===== src/sv/pfc_pkg.sv =====
// pfc_pkg: shared types, constants and helper functions for the pixel format converter
// no dependencies; imported by pfc_luma and pixel_format_converter

package pfc_pkg;

  // pixel format codes, as held in the source and target format registers
  typedef enum logic [2:0] {
    FMT_A8       = 3'd0,
    FMT_I8       = 3'd1,
    FMT_IA88     = 3'd2,
    FMT_RGB888   = 3'd3,
    FMT_RGBA8888 = 3'd4
  } fmt_t;

  // configuration register indexes (byte address / 4)
  localparam logic [1:0] REG_SOURCE_FORMAT = 2'd0;
  localparam logic [1:0] REG_TARGET_FORMAT = 2'd1;
  localparam logic [1:0] REG_TRUNCATE_MODE = 2'd2;

  // reset values of the configuration registers
  localparam logic [2:0] SOURCE_FORMAT_RESET = 3'd4;
  localparam logic [2:0] TARGET_FORMAT_RESET = 3'd4;
  localparam logic       TRUNCATE_MODE_RESET = 1'b0;

  // luma weights and rounding term, scaled by 1000
  localparam int LUMA_W_R   = 299;
  localparam int LUMA_W_G   = 587;
  localparam int LUMA_W_B   = 114;
  localparam int LUMA_ROUND = 500;

  // weighted sum is at most 255 * 1000 + 500, fits 18 bits
  localparam int LUMA_SUM_W = 18;

  // divide by 1000: multiply by ceil(2^28 / 1000) and shift, exact for 18-bit sums
  localparam int LUMA_SHIFT   = 28;
  localparam int LUMA_RECIP_W = 19;
  localparam logic [LUMA_RECIP_W-1:0] LUMA_RECIP = 19'd268436;
  localparam int LUMA_PROD_W  = LUMA_SUM_W + LUMA_RECIP_W;

  localparam logic [7:0] ALPHA_OPAQUE = 8'hFF;

  // codes above the highest format saturate to RGBA8888
  function automatic fmt_t clamp_fmt(input logic [2:0] code);
    fmt_t f;
    if (code > 3'(FMT_RGBA8888)) begin
      f = FMT_RGBA8888;
    end else begin
      f = fmt_t'(code);
    end
    return f;
  endfunction

  // bytes per pixel of a format
  function automatic logic [2:0] bytes_of(input fmt_t f);
    logic [2:0] n;
    case (f)
      FMT_A8:     n = 3'd1;
      FMT_I8:     n = 3'd1;
      FMT_IA88:   n = 3'd2;
      FMT_RGB888: n = 3'd3;
      default:    n = 3'd4;
    endcase
    return n;
  endfunction

endpackage


===== src/sv/pfc_luma.sv =====
// pfc_luma: two-step luma, registered weighted sum then exact divide by 1000
// depends on pfc_pkg for the weights and the reciprocal constant

module pfc_luma (
  input  logic       clk,
  input  logic [7:0] r,
  input  logic [7:0] g,
  input  logic [7:0] b,
  output logic [7:0] y
);
  import pfc_pkg::*;

  logic [LUMA_SUM_W-1:0]  sum_nxt;
  logic [LUMA_SUM_W-1:0]  sum_r;
  logic [LUMA_PROD_W-1:0] prod;

  // weighted sum with rounding term
  assign sum_nxt = LUMA_SUM_W'(r) * LUMA_SUM_W'(LUMA_W_R)
                 + LUMA_SUM_W'(g) * LUMA_SUM_W'(LUMA_W_G)
                 + LUMA_SUM_W'(b) * LUMA_SUM_W'(LUMA_W_B)
                 + LUMA_SUM_W'(LUMA_ROUND);

  always_ff @(posedge clk) begin
    sum_r <= sum_nxt;
  end

  // reciprocal multiply, quotient is below 256
  assign prod = LUMA_PROD_W'(sum_r) * LUMA_PROD_W'(LUMA_RECIP);
  assign y    = prod[LUMA_SHIFT +: 8];

endmodule


===== src/sv/pixel_format_converter.sv =====
// pixel_format_converter: one pixel per clock between A8, I8, IA88, RGB888, RGBA8888
// depends on pfc_pkg and pfc_luma
// a pixel passes the input register, the luma sum register and the result register before its out_valid strobe
// throughput: one pixel per clock, busy is never raised; the luma path is split over
//   two stages (weighted sum register, then reciprocal multiply into the result register)
// reset: formats RGBA8888 to RGBA8888, conversion mode, pipeline emptied
// results are strobed for one cycle and cannot be held off by the receiver

module pixel_format_converter (
  input  logic        clk,
  input  logic        rst_n,
  // input transactions
  input  logic        start,
  output logic        busy,
  input  logic [7:0]  in_byte_0,
  input  logic [7:0]  in_byte_1,
  input  logic [7:0]  in_byte_2,
  input  logic [7:0]  in_byte_3,
  input  logic        in_last_in_line,
  // result transactions
  output logic        out_valid,
  output logic [7:0]  out_byte_0,
  output logic [7:0]  out_byte_1,
  output logic [7:0]  out_byte_2,
  output logic [7:0]  out_byte_3,
  output logic [2:0]  out_count,
  output logic        out_line_end,
  // configuration port
  input  logic        psel,
  input  logic        penable,
  input  logic        pwrite,
  input  logic [3:0]  paddr,
  input  logic [31:0] pwdata,
  output logic [31:0] prdata,
  output logic        pready
);
  import pfc_pkg::*;

  logic       accept;
  logic       cfg_write;
  logic [1:0] cfg_index;

  logic [2:0] src_fmt_r;
  logic [2:0] tgt_fmt_r;
  logic       trunc_r;

  logic       v1_r, v2_r, v3_r;
  logic [7:0] b1_r [4];
  logic [7:0] b2_r [4];
  logic       last1_r, last2_r;

  logic [7:0] luma_y;
  fmt_t       s_fmt, t_fmt;
  logic [2:0] ns, nt, ncopy;
  logic [7:0] o_nxt [4];

  logic [7:0] ob_r [4];
  logic [2:0] count_r;
  logic       line_end_r;

  assign busy   = 1'b0;
  assign accept = start && !busy;
  assign pready = 1'b1;

  // configuration registers
  assign cfg_write = psel && penable && pwrite && pready;
  assign cfg_index = paddr[3:2];

  always_ff @(posedge clk) begin
    if (!rst_n) begin
      src_fmt_r <= SOURCE_FORMAT_RESET;
      tgt_fmt_r <= TARGET_FORMAT_RESET;
      trunc_r   <= TRUNCATE_MODE_RESET;
    end else if (cfg_write) begin
      case (cfg_index)
        REG_SOURCE_FORMAT: src_fmt_r <= pwdata[2:0];
        REG_TARGET_FORMAT: tgt_fmt_r <= pwdata[2:0];
        REG_TRUNCATE_MODE: trunc_r   <= pwdata[0];
        default: ;
      endcase
    end
  end

  // register read back
  always_comb begin
    case (cfg_index)
      REG_SOURCE_FORMAT: prdata = {29'd0, src_fmt_r};
      REG_TARGET_FORMAT: prdata = {29'd0, tgt_fmt_r};
      REG_TRUNCATE_MODE: prdata = {31'd0, trunc_r};
      default:           prdata = 32'd0;
    endcase
  end

  // valid chain
  always_ff @(posedge clk) begin
    if (!rst_n) begin
      v1_r <= 1'b0;
      v2_r <= 1'b0;
      v3_r <= 1'b0;
    end else begin
      v1_r <= accept;
      v2_r <= v1_r;
      v3_r <= v2_r;
    end
  end

  // input register and byte delay alongside the luma sum
  always_ff @(posedge clk) begin
    if (accept) begin
      b1_r[0] <= in_byte_0;
      b1_r[1] <= in_byte_1;
      b1_r[2] <= in_byte_2;
      b1_r[3] <= in_byte_3;
      last1_r <= in_last_in_line;
    end
    b2_r    <= b1_r;
    last2_r <= last1_r;
  end

  pfc_luma u_luma (
    .clk (clk),
    .r   (b1_r[0]),
    .g   (b1_r[1]),
    .b   (b1_r[2]),
    .y   (luma_y)
  );

  // format sizes
  assign s_fmt = clamp_fmt(src_fmt_r);
  assign t_fmt = clamp_fmt(tgt_fmt_r);
  assign ns    = bytes_of(s_fmt);
  assign nt    = bytes_of(t_fmt);
  assign ncopy = (ns < nt) ? ns : nt;

  // conversion select
  always_comb begin
    for (int k = 0; k < 4; k++) begin
      o_nxt[k] = 8'd0;
    end
    if (s_fmt == t_fmt || trunc_r) begin
      // leading bytes copied, the rest zero
      for (int k = 0; k < 4; k++) begin
        if (3'(k) < ncopy) begin
          o_nxt[k] = b2_r[k];
        end
      end
    end else begin
      case (s_fmt)
        FMT_A8: begin
          if (t_fmt == FMT_I8) begin
            o_nxt[0] = b2_r[0];
          end else if (t_fmt == FMT_IA88) begin
            o_nxt[0] = ALPHA_OPAQUE;
            o_nxt[1] = b2_r[0];
          end else if (t_fmt == FMT_RGBA8888) begin
            o_nxt[3] = b2_r[0];
          end
        end
        FMT_I8: begin
          o_nxt[0] = b2_r[0];
          if (t_fmt == FMT_IA88) begin
            o_nxt[1] = ALPHA_OPAQUE;
          end else if (t_fmt != FMT_A8) begin
            o_nxt[1] = b2_r[0];
            o_nxt[2] = b2_r[0];
            if (t_fmt == FMT_RGBA8888) begin
              o_nxt[3] = ALPHA_OPAQUE;
            end
          end
        end
        FMT_IA88: begin
          if (t_fmt == FMT_A8) begin
            o_nxt[0] = b2_r[1];
          end else if (t_fmt == FMT_I8) begin
            o_nxt[0] = b2_r[0];
          end else begin
            o_nxt[0] = b2_r[0];
            o_nxt[1] = b2_r[0];
            o_nxt[2] = b2_r[0];
            if (t_fmt == FMT_RGBA8888) begin
              o_nxt[3] = b2_r[1];
            end
          end
        end
        FMT_RGB888: begin
          if (t_fmt == FMT_I8) begin
            o_nxt[0] = luma_y;
          end else if (t_fmt == FMT_IA88) begin
            o_nxt[0] = luma_y;
            o_nxt[1] = ALPHA_OPAQUE;
          end else if (t_fmt == FMT_RGBA8888) begin
            o_nxt[0] = b2_r[0];
            o_nxt[1] = b2_r[1];
            o_nxt[2] = b2_r[2];
            o_nxt[3] = ALPHA_OPAQUE;
          end
        end
        default: begin
          // RGBA8888 source
          if (t_fmt == FMT_A8) begin
            o_nxt[0] = b2_r[3];
          end else if (t_fmt == FMT_I8) begin
            o_nxt[0] = luma_y;
          end else if (t_fmt == FMT_IA88) begin
            o_nxt[0] = luma_y;
            o_nxt[1] = b2_r[3];
          end else begin
            o_nxt[0] = b2_r[0];
            o_nxt[1] = b2_r[1];
            o_nxt[2] = b2_r[2];
          end
        end
      endcase
    end
  end

  // result register
  always_ff @(posedge clk) begin
    ob_r       <= o_nxt;
    count_r    <= nt;
    line_end_r <= last2_r;
  end

  assign out_valid    = v3_r;
  assign out_byte_0   = ob_r[0];
  assign out_byte_1   = ob_r[1];
  assign out_byte_2   = ob_r[2];
  assign out_byte_3   = ob_r[3];
  assign out_count    = count_r;
  assign out_line_end = line_end_r;

  // every accepted transaction passes through v2_r and is then strobed out on out_valid
  a_latency: assert property (@(posedge clk) disable iff (!rst_n)
    accept |=> ##1 v2_r ##1 out_valid)
    else $error("accepted pixel not delivered after three cycles");

  // no result without a matching input transaction
  a_no_spurious: assert property (@(posedge clk) disable iff (!rst_n)
    out_valid |-> $past(v2_r) && $past(v1_r, 2))
    else $error("result strobe without accepted pixel");

  // byte count is a real pixel size
  a_count_range: assert property (@(posedge clk) disable iff (!rst_n)
    out_valid |-> (out_count >= 3'd1 && out_count <= 3'd4))
    else $error("out_count outside 1 to 4");

  // bytes beyond the target size are zero
  a_unused_zero: assert property (@(posedge clk) disable iff (!rst_n)
    out_valid |-> (out_count == 3'd4 || out_byte_3 == 8'd0)
               && (out_count >= 3'd3 || out_byte_2 == 8'd0)
               && (out_count >= 3'd2 || out_byte_1 == 8'd0))
    else $error("unused output byte not zero");

endmodule


===== config.mk =====
export PLATFORM = sky130hd
export DESIGN_NAME = pixel_format_converter
export DESIGN_NICKNAME = d
export VERILOG_FILES = /design/src/sv/pfc_pkg.sv /design/src/sv/pfc_luma.sv /design/src/sv/pixel_format_converter.sv
export SDC_FILE = /design/constraint.sdc
export NUM_CORES = 1
export LEC_CHECK = 0
export BUFFER_PORTS_ARGS = -buffer_cell sky130_fd_sc_hd__buf_2
export CORE_MARGIN = 2
export CORE_UTILIZATION = 41
export CTS_CLUSTER_DIAMETER = 200
export DETAILED_ROUTE_END_ITERATION = 7
export GPL_ROUTABILITY_DRIVEN = 0
export HOLD_SLACK_MARGIN = 0.02
export SYNTH_ARGS = -nofsm -noshare
export SYNTH_HDL_FRONTEND = slang
export SYNTH_SLANG_ARGS = --single-unit

===== constraint.sdc =====
create_clock -name clk -period 6.6 [get_ports clk]
set_input_delay 0.66 -clock clk [delete_from_list [all_inputs] [get_ports clk]]
set_output_delay 0.66 -clock clk [all_outputs]
set_load 0.1 [all_outputs]

==> run metrics, run 1 <==
Hold Vio Cnt, Final 0; Area contributors post-synth ha_1, fa_1, dfxtp_1; filler instances 2,834; Horiz. Die Dim 178 um; CTS max path bufs 2; EDFF count, synth 33; Setup Viol. Count Final 0; HPWL after DPL 21.3 mm; ys async rst share 0; critical path's slowest cell fa_1; P&R area growth vs syn 10.6%; global-route wire length before repair 42.9 mm; Post-Layout Cell Count 1,698; GRT Total Usage 0.176; share of cells above drive strength 1 0.112; outcome complete, no violations; worst-skew pair later-pin latency 430 ps; Tmin final 6250 ps; Max Freq 160 MHz; die height 178 um; count of state elements after synthesis 130; worst min path class reg -> reg; H-tree level count 4; # placed instances 1,665; Avg Cell Area, Syn 10.2 um^2; DIE AREA 31,600 um^2; CP arrival 6610 ps; R2R Path End u_luma.sum_r[16]; I/O Pins 146; nets 1,748; worst hold path endpoint out_line_end; DR DRC count 0; cell with the most instances after synthesis inv_1; RR Startpoint b1_r[9]; Synth Instances 1,215; Slew Limit Headroom 0.296; Clk pin slew, worst setup/hold paths 60 ps; Worst Max-Slew Pin Slew 1050 ps; RSZ-0062 raised after global routing false; initial antenna violation count 1; number of max-cap violations 0; number of port buffers 83; starting density of the core 0.417; post-synthesis sequential area ratio 0.237; setup tns final 0 ps; fin crit share 0.948; clock sinks 130; top-area cell type share of the netlist area 0.259; clk root buf clkbuf_16; Std-Cell Rows 63; Initial DRC Count 481; top post-synthesis cells by count inv_1, ha_1, fa_1, dfxtp_1, a21oi_1; dominant cell type by area after synthesis ha_1; Worst EP required 6960 ps; synth warn 0; hold path cells 0; Reg2Reg Setup Slack 350 ps; ANT nets after route 0; CP Max Fanout 5; global route overflow 0; final WL 26.1 mm; largest net degree at the start of global routing 37; vias in the first global route 8,620; post-route worst hold slack 326 ps; post-layout util 0.462; Diodes inserted 0; TritonCTS buffer count 17; crit start category register; First-pass DRT Iterations 5; WS Path Type reg -> reg; synth unique cells 71; crit-path max cell delay 550 ps; R2R cell count 23; fin. max-slew vios 0; CTS tree done; hold path start last2_r; WL per Instance 15.4 um; Setup Skew 8.65 ps; Core ar. 29,700 um^2; critical-path cell list fa_1 -> inv_1 -> fa_1 -> inv_1 -> ha_1 -> ha_1 -> inv_1 -> fa_1 -> xnor2_1 -> ha_1 -> ha_1 -> fa_1 -> inv_1 -> fa_1 -> fa_1 -> inv_1 -> ha_1 -> inv_1 -> o21bai_4 -> a211oi_2 -> o31ai_1 -> a21oi_1 -> xnor2_1; cell area after synthesis 12,400 um^2; vias post-DR 8,373; post-DR vias/cell 4.93; dominant synthesized flop cell dfxtp_1; CP endpoint kind register
## cell usage in the layout, fill, tap and decap left out, types with 5 or more instances in the layout
| master | instances |
|---|---|
| ha_1 | 257 |
| o21bai_1 | 5 |
| a211oi_1 | 11 |
| mux2i_1 | 9 |
| inv_1 | 270 |
| nor2b_1 | 15 |
| dfxtp_1 | 97 |
| a221oi_1 | 6 |
| nor2_1 | 29 |
| a22o_1 | 8 |
| nand3_1 | 24 |
| and2_1 | 6 |
| o31ai_1 | 5 |
| conb_1 | 31 |
| a221o_1 | 11 |
| nor3_1 | 8 |
| a21o_1 | 10 |
| clkbuf_16 | 17 |
| xor2_1 | 9 |
| nand2_1 | 43 |
| edfxtp_1 | 33 |
| buf_2 | 83 |
| a21oi_1 | 55 |
| or3_1 | 6 |
| fa_1 | 121 |
| xnor2_1 | 21 |
| o21ai_0 | 25 |
## through the flow
stage,setup WS [ps],instance area (um^2)
global placement,325,13100
CTS,199,13700
finish,345,13700
floorplan,648,12500
global route,6.58,13700
detailed placement,233,13100
## layer usage
layer  vias to the layer above  GRT usage  part of all wire
li1                       4115          -                 -
met1                      4075      0.236              0.45
met2                       150      0.287              0.49
met3                        33     0.0311             0.038
met4                         0     0.0540             0.020
met5                         -          0                 0
## what timing repair did
| item | in CTS | in global routing |
|---|---|---|
| hold buffers | 0 | 0 |
| hold endpoints to repair | 0 | 0 |
| setup endpoints to repair | 0 | 2 |
| resized for setup | 0 | 4 |
| buffers inserted | 0 | 1 |
## critical path, delay by kind of cell (launching register included)
kind                     cells  cell delay (ps)
XOR/XNOR                     2              320
adder cells (fa/ha/maj)     11             4340
buffers and inverters        6              400
AO/OA/AOI/OAI                4              640
flip-flops                   1              500
## kinds of logic after synthesis
family | synth area share
buffers and inverters | 0.110
flip-flops | 0.237
other | 0.000606
multiplexers | 0.00817
adder cells (fa/ha/maj) | 0.455
AND/OR/NAND/NOR | 0.0638
AO/OA/AOI/OAI | 0.105
XOR/XNOR | 0.0212
## final cells by class
type | instances | area, um^2 | share of cell area
timing repair buffer | 87 | 445 | 0.0325
multi-input combinational | 787 | 8220 | 0.599
clock inverter | 14 | 179 | 0.0130
inverter | 272 | 1020 | 0.0744
sequential | 130 | 2930 | 0.214
tap | 390 | 488 | 0.0356
clock buffer | 18 | 429 | 0.0313
## worst max path at each step
stage,start,end,slack [ps],depth (start not counted)
2_1_floorplan,b1_r[8],u_luma.sum_r[16],650,23
3_3_place_gp,b1_r[9],u_luma.sum_r[16],330,23
3_5_place_dp,b1_r[9],u_luma.sum_r[16],230,23
4_1_cts,b1_r[9],u_luma.sum_r[16],200,23
5_1_grt,b1_r[9],u_luma.sum_r[16],7,23
6_report,b1_r[9],u_luma.sum_r[16],350,23
## sequential cells by signal, indices dropped and copies added, names as in the netlist
signal and flops:
tgt_fmt_r 3, out_valid 1, out_count 3, out_line_end 1
v2_r 1, trunc_r 1, b2_r 32, out_byte_3 8
u_luma.sum_r 18, out_byte_1 8, last1_r 1, out_byte_2 8
src_fmt_r 3, out_byte_0 8, v1_r 1, b1_r 32
last2_r 1
Power of run 1 is left out: the tool's default activity adds up to more than one toggle a clock period on the data nets, which glitch-free logic cannot reach.
==> run 2, diff against run 1 <==
Settings changed: CTS_BUF_LIST from default to sky130_fd_sc_hd__clkbuf_4.
==> run 2 against run 1 <==
Global-route usage fell by 0.062 points. Cell count rose by 0.41%. Worst setup slack better by 30 ps. First-iteration DRC count decreased by 3.1%.
==> run metrics, run 2 (same netlist as run 1, synthesis figures left out) <==
ANT nets after route 0 (unchanged); CP arrival 6750 ps (+140 ps); WS Path Type reg -> reg; HPWL after DPL 21.3 mm (unchanged); global route overflow 0 (unchanged); DR DRC count 0 (unchanged); Hold Vio Cnt, Final 0 (unchanged); vias in the first global route 8,597 (-0.27%); TritonCTS buffer count 17 (unchanged); biggest regs b1_r (32), b2_r (32), u_luma.sum_r (18); DIE AREA 31,600 um^2 (unchanged); initial antenna violation count 2 (+1); number of port buffers 83 (unchanged); share of cells above drive strength 1 0.116 (+0.00347); M1 wire length 11.8 mm (-0.62%); P&R area growth vs syn 8.57%; Std-Cell Rows 63 (unchanged); final WL 26.0 mm (-0.12%); cts hold-fix bufs 0 (unchanged); worst-skew pair later-pin latency 600 ps (+170 ps); starting density of the core 0.417 (unchanged); top layer in use met4; Core ar. 29,700 um^2 (unchanged); WL met3 1.04 mm (+5.4%); Worst EP required 7130 ps (+170 ps); fin. max-slew vios 0 (unchanged); First-pass DRT Iterations 5 (unchanged); Horiz. Die Dim 178 um (unchanged); global-route wire length before repair 42.8 mm (-0.35%); met2 routed WL 12.8 mm (+0.31%); GRT Total Usage 0.175 (-0.000620); most frequent cells in the layout inv_1, ha_1, fa_1, dfxtp_1, buf_2; number of max-cap violations 0 (unchanged); clk root buf clkbuf_4; crit start category register; outcome complete, no violations; clock sinks 130 (unchanged); setup tns final 0 ps (unchanged); nets 1,752 (+0.23%); register area 2930 um^2 (unchanged); H-tree level count 4 (unchanged); WL per Instance 15.3 um (-0.53%); multi-input logic area 8220 um^2 (unchanged); largest net degree at the start of global routing 37 (unchanged); I/O Pins 146 (unchanged); RSZ-0062 raised after global routing false; Max Freq 161 MHz (+0.47%); Worst Max-Slew Pin Slew 1030 ps (-20.9 ps); Setup Viol. Count Final 0 (unchanged); CTS tree done; Clk pin slew, worst setup/hold paths 130 ps (+70 ps); filler instances 2,877 (+1.5%); CP Max Fanout 4 (-1); CP endpoint kind register; Tmin final 6230 ps (-29.6 ps); Setup Skew 23.3 ps (+14.7 ps); worst min path class in -> reg; vias post-DR 8,424 (+0.61%); post-DR vias/cell 4.94 (+0.20%); Slew Limit Headroom 0.310 (+0.0140); CTS max path bufs 2 (unchanged); fin crit share 0.943 (-0.00448); die height 178 um (unchanged); Initial DRC Count 466 (-3.1%); leading cell type in the layout, fill and taps excluded inv_1
[run 2: layout make-up]
type / instances / area share
multi-input cells: 787 / 0.611
flip-flops and latches: 130 / 0.218
inverters: 272 / 0.0759
well taps: 390 / 0.0363
repair buffers: 91 / 0.0353
clock inverters: 14 / 0.0133
clock buffers: 18 / 0.0100
diodes: 3 / 0.000558
[run 2: per-stage QoR]
stage	util	worst slack, ps	instances	hold WS, ps	cell area (um^2)
detailed placement	0.440	233	1665	312	13100
global route	0.453	22.0	1705	176	13500
finish	0.453	375	1705	219	13500
global placement	0.440	325	1665	310	13100
floorplan	-	648	1244	310	12500
CTS	0.451	182	1697	192	13400
[run 2: routing by layer]
metal / up-vias / GRT usage
met2: 150 / 0.289
met4: 0 / 0.0543
li1: 4130 / -
met1: 4108 / 0.235
met3: 36 / 0.0274
met5: - / 0
[run 2: critical path, stage by stage, from the launching register on]
cell,delay (ps)
edfxtp_1,480
fa_1,540
inv_1,60
fa_1,500
inv_1,50
ha_1,260
ha_1,160
inv_1,60
fa_1,450
xnor2_1,190
ha_1,250
ha_1,320
fa_1,520
inv_1,50
fa_1,460
fa_1,540
inv_1,40
ha_1,340
inv_1,140
o21bai_4,100
a211oi_2,250
o31ai_1,110
a21oi_1,180
xnor2_1,130
[run 2: path summary, 6_finish.rpt]
check,startpoint,end,slack [ps],cells after the start
worst max-delay path,b1_r[9],u_luma.sum_r[16],370,23
worst max register to register,b1_r[9],u_luma.sum_r[16],370,23
worst min-delay path,in_byte_0[3],b1_r[27],220,1
worst min register to register,last2_r,out_line_end,340,0
[run 2: repair_timing]
action | 4_1_cts | 5_1_grt
resized for setup | 0 | 4
hold endpoints to repair | 0 | 0
endpoints found under the setup margin | 0 | 3
buffers inserted | 0 | 5
Power of run 2 is left out for the same reason.
